File: src/rtl/spf_ram.sv
module spf_ram #(
    parameter int WIDTH = 8,
    parameter int DEPTH = 64,
    localparam int AW = (DEPTH > 1) ? $clog2(DEPTH) : 1
) (
    input  logic             i_clk,
    input  logic             i_we,
    input  logic [AW-1:0]    i_waddr,
    input  logic [WIDTH-1:0] i_wdata,
    input  logic [AW-1:0]    i_raddr,
    output logic [WIDTH-1:0] o_rdata
);

    logic [WIDTH-1:0] r_mem [DEPTH];
    logic [WIDTH-1:0] r_rdata;

    always_ff @(posedge i_clk) begin
        if (i_we) begin
            r_mem[i_waddr] <= i_wdata;
        end
        r_rdata <= r_mem[i_raddr];
    end

    assign o_rdata = r_rdata;

endmodule

File: config.mk
export PLATFORM = sky130hd
export DESIGN_NAME = spf_ram
export DESIGN_NICKNAME = d
export VERILOG_FILES = /design/src/rtl/spf_ram.sv
export SDC_FILE = /design/constraint.sdc
export NUM_CORES = 1
export LEC_CHECK = 0
export ABC_AREA = 1
export BUFFER_PORTS_ARGS = -buffer_cell sky130_fd_sc_hd__buf_4
export CAP_MARGIN = 20
export CORE_AREA = 2 2 250 252
export CTS_CLUSTER_DIAMETER = 150
export DETAILED_ROUTE_END_ITERATION = 10
export DIE_AREA = 0 0 252 254
export PLACE_DENSITY = 0.57
export REMOVE_ABC_BUFFERS = 1
export SYNTH_ARGS = -nofsm -noshare
export SYNTH_HDL_FRONTEND = slang
export SYNTH_SLANG_ARGS = --single-unit
File: constraint.sdc
create_clock -name i_clk -period 1.9 [get_ports i_clk]
set_clock_uncertainty 0.15 [all_clocks]
set_input_delay 0.19 -clock i_clk [delete_from_list [all_inputs] [get_ports i_clk]]
set_output_delay 0.19 -clock i_clk [all_outputs]
set_load 0.01 [all_outputs]
# --- Word level (Yosys, flattened, before mapping) ---
# Memory sizes are Yosys's and may differ from the RTL's. A register that Yosys moved wholly into a read port is not among the register bits.
# Cells that the tools add are included.
word_totals:
  n_memories: 1
  elab_cells: 3
  out_inout_bits: 8
  reg_bits: 0
  mem_bits_rw: 512
  input_bits: 22
op_classes:
  muxes: 2
mem_list:
  columns: ["name", "words", "width", "read_ports", "rd_clocked_by_memory_dff", "write_ports", "line_no", "rtl"]
  rows:
  - ["r_mem", 64, 8, 1, 1, 1, "14", "logic [WIDTH-1:0] r_mem [DEPTH];"]
op_table:
  columns: ["op", "count"]
  rows:
  - ["$mux 1", 2]

# --- Logic depth before layout (Yosys ltp) ---
depth:
  word_depth: 2
  ltp_mapped: 12

# --- Worst setup path after synthesis ---
# Ideal clock, no wire load.
synth_timing:
  kind: "input-to-reg"
  startpoint: "in i_we"
  endpoint: "mem r_mem[48][0] (enable)"
  arrival_time_ns: 1.561
  stages: 3
  setup_slack_ns: -0.206
  t_required_ns: 1.355
  n_path_buf: 1
  path_cell_list: "clkbuf_1 > nand4_1 > nor4_1"
synth_between:
  elab_chain_len: 2
synth_rtl:
  columns: ["element", "line_no", "rtl"]
  rows:
  - ["from (decl)", "7", "input logic i_we,"]
  - ["$mux 1", "18", "if (i_we) begin"]
  - ["$mux 1 (not written as such)", "19", "r_mem[i_waddr] <= i_wdata;"]
  - ["to (decl)", "14", null]
# Every way passes these cells.

# --- Final worst setup path ---
layout_timing:
  startpoint: "in i_waddr[0]"
  endpoint: "mem r_mem[10][3] (enable)"
layout_rtl:
  columns: ["element", "line_no", "rtl"]
  rows:
  - ["from (decl)", "8", "input logic [AW-1:0] i_waddr,"]
# No word-level cell before the write port.

==> flow_metrics.py <==
metrics = {
    "floorplanning": {
        "die_h_um": 254,
        "io_pins": 30,
        "core_um2": 61300,
        "fp.dieArea_um2": 64000,
        "dieWidth_um": 252,
        "fp-row-count": 91,
        "initial_core_util_pct": 34.8,
    },
    "drt": {
        "drt-pass1-iter-count": 5,
        "wire_per_inst_um": 20.4,
        "route.met3.wl_um": 3710,
        "met1Wirelength_um": 24200,
        "vias": 14000,
        "drt_wl_total_um": 56400,
        "antenna_left": 0,
        "wl_met2_um": 26800,
        "vias_per_cell": 5.06,
        "top_layer": "met5",
        "drt_drc_violations_left": 0,
        "drt_iter0_markers": 1311,
    },
    "timing": {
        "finalSetupTns_ns": 0,
        "final-max-slew-violation-count": 0,
        "hold_ws_ns": 0.102,
        "fmax_mhz": 579,
        "worst_pin_slew_ns": 0.468,
        "hold_violations": 0,
        "min_period_ns": 1.73,
        "relSlewSlack_pct": 68.5,
        "setup_violations": 0,
        "final.period_utilization_pct": 90.8,
        "rsz0062_at_grt": "no",
    },
    "cts": {
        "clockBufferDepth": 3,
        "clkSlewWorstSetupHoldPaths_ns": 0.06,
        "ctsResizeCount": 0,
        "clk_latency_ns": 0.60,
        "h-tree-depth": 2,
        "cts_root_buf": "clkbuf_16",
        "ctsHoldBuffers": 13,
        "clkSinkCount": 520,
        "cts_tree": "done",
        "cts_setup_buffers": 0,
        "cts_made_buffers": 53,
    },
    "layout": {
        "multi_input_area_um2": 4950,
        "area_growth_pct": 18.3,
        "drive_gt1_share_pct": 13.3,
        "final_area_um2": 25200,
        "num_antenna_cells": 0,
        "fillCellCount": 5697,
        "num-nets-final": 1959,
        "seqCellArea_um2": 15500,
    },
    "place": {
        "dpl.hpwl_um": 34700,
        "port_buffers": 29,
        "placed_area_um2": 23300,
        "place.gp.congestion": 0.843,
    },
    "critical_path": {
        "path_class": "in2reg",
        "crit_fanout": 9,
        "r2r-start": "r_mem[43][0]$_DFFE_PP_",
        "regToRegSetupSlack_ns": 0.37,
        "crit_end": "r_mem[10][3]$_DFFE_PP_",
        "end_kind": "register",
        "crit_path_start": "i_waddr[0]",
        "reg2reg_to": "o_rdata[0]$_DFF_P_",
        "worstRegToRegCells": 8,
        "slowest_delay_ns": 0.54,
        "critPathMostFrequentCell": "buf_4",
        "cp.arrival_ns": 1.88,
        "startpoint_type": "input pin",
        "crit_slowest_cell": "dlygate4sd3_1",
        "required_ns": 2.06,
        "worstPathCellList": "dlygate4sd3_1 > buf_4 > inv_1 > nand4_1 > buf_4 > nor2_1 > buf_4",
    },
    "pwr": {
        "ir_drop_v": 0.000580,
        "power.density_nw_per_um2": 1000,
        "leakagePower_nw": 9.25,
        "finalPower_mw": 25.3,
    },
    "logic_synthesis": {
        "syn_inst": 1805,
        "synth.distinct_cells": 16,
        "synthMuxAreaShare_pct": 0,
        "synth-xor-area-share_pct": 0,
        "synth_top_cell_by_area": "edfxtp_1",
        "synth_compound_area_share_pct": 0,
        "synth-adder-area-share_pct": 0,
        "ys_warn_count": 0,
        "synthSimpleGateAreaFrac_pct": 23.2,
        "synth_top_family_by_area": "simple AND/OR/NAND/NOR gates",
        "syn_area_per_cell_um2": 11.8,
        "ys_seq_area_share_pct": 72.8,
        "synth_area_leaders": "edfxtp_1, nand2_1, nand3_1",
        "syn-cell-area_um2": 21300,
        "synth_top_area_share_pct": 72.0,
        "ys_ff_latch": 520,
    },
    "grt": {
        "grt_max_degree": 66,
        "grtUsageTotal_pct": 17.7,
        "grt.overflow.total": 0,
        "antenna_found_initial": 1,
        "grt_pass1_vias": 13800,
        "grt_pass1_wl_um": 85000,
    },
    "status": {
        "status": "finished, final reports clean",
    },
    "hold_path": {
        "holdCritPathClass": "in2reg",
    },
    "flow_run": {
        "drv_cap": 0,
    },
}
==> worst min path at each step <==
stage	slack, ns	cells after the start	to	startpoint
final	0.10	7	o_rdata[4]$_DFF_P_	i_raddr[3]
after global routing	0.13	4	r_mem[25][6]$_DFFE_PP_	i_waddr[3]
after CTS	0.08	7	o_rdata[7]$_DFF_P_	i_raddr[3]
after floorplan	0.14	0	r_mem[0][0]$_DFFE_PP_	i_wdata[0]
after detailed placement	0.44	1	o_rdata[0]	o_rdata[0]$_DFF_P_
after global placement	0.44	1	o_rdata[4]	o_rdata[4]$_DFF_P_
==> placed cells by master (no fill, tap or decap), types with 9 or more instances in the layout <==
master         Yosys  layout
clkbuf_16          0      55
nand4_1            9       9
bufinv_16          0       9
nand2_1          648     648
nand3_1          439     439
buf_12             0      33
clkinv_2           0      13
nor2_1            56      56
dlygate4sd3_1      0      13
edfxtp_1         512     512
inv_1             10       9
buf_4             14     143
==> through the flow <==
stage | setup WS [ns] | cells | utilization [%]
3_5_place_dp | -0.147 | 2659 | 38.0
4_1_cts | 0.213 | 2771 | 41.2
2_1_floorplan | -0.957 | 1692 | -
6_report | 0.174 | 2771 | 41.2
3_3_place_gp | -0.132 | 2659 | 38.0
5_1_grt | 0.0761 | 2771 | 41.2
==> cells by family (layout without fill, tap and decap cells) <==
logic type             after synthesis  count (layout)
buffers and inverters              125             301
flip-flops                         520             520
AND/OR/NAND/NOR                   1160            1160
==> power breakdown <==
part | internal, mW | switching [mW] | total (mW)
sequential | 12.7 | 0.0354 | 12.7
clock | 6.60 | 4.28 | 10.9
combinational | 0.546 | 1.17 | 1.72
==> per-layer routing <==
layer | global-route usage, % | up-vias
met5 | 0 | -
met4 | 6.20 | 2
met3 | 2.42 | 96
met2 | 29.4 | 505
met1 | 23.9 | 6813
li1 | - | 6609
==> registers in the layout (all words and copies together), names as in the netlist <==
| register | count |
|---|---|
| o_rdata | 8 |
| r_mem | 512 |
==> critical path: cells and delay by family <==
kind	cells	cell delay, ns
and+or+nand+nor	2	0.34
buffers and inverters	5	1.34
==> synthesized netlist by cell type <==
library cell and number:
dfxtp_1 8, edfxtp_1 512, inv_1 10, buf_4 14, buf_2 37, inv_2 1, nand2_1 648, nor4_1 8
nand4_1 9, buf_8 2, inv_6 1, nand3_1 439, buf_1 10, clkbuf_1 15, buf_6 35, nor2_1 56
==> layout make-up <==
class / instances / area share (%)
clock inverters: 33 / 1.54
well taps: 790 / 3.92
repair buffers: 190 / 7.44
clock buffers: 66 / 5.74
flip-flops and latches: 520 / 61.6
inverters: 12 / 0.208
multi-input cells: 1160 / 19.6
No activity file was read; power rests on OpenSTA's default activity.
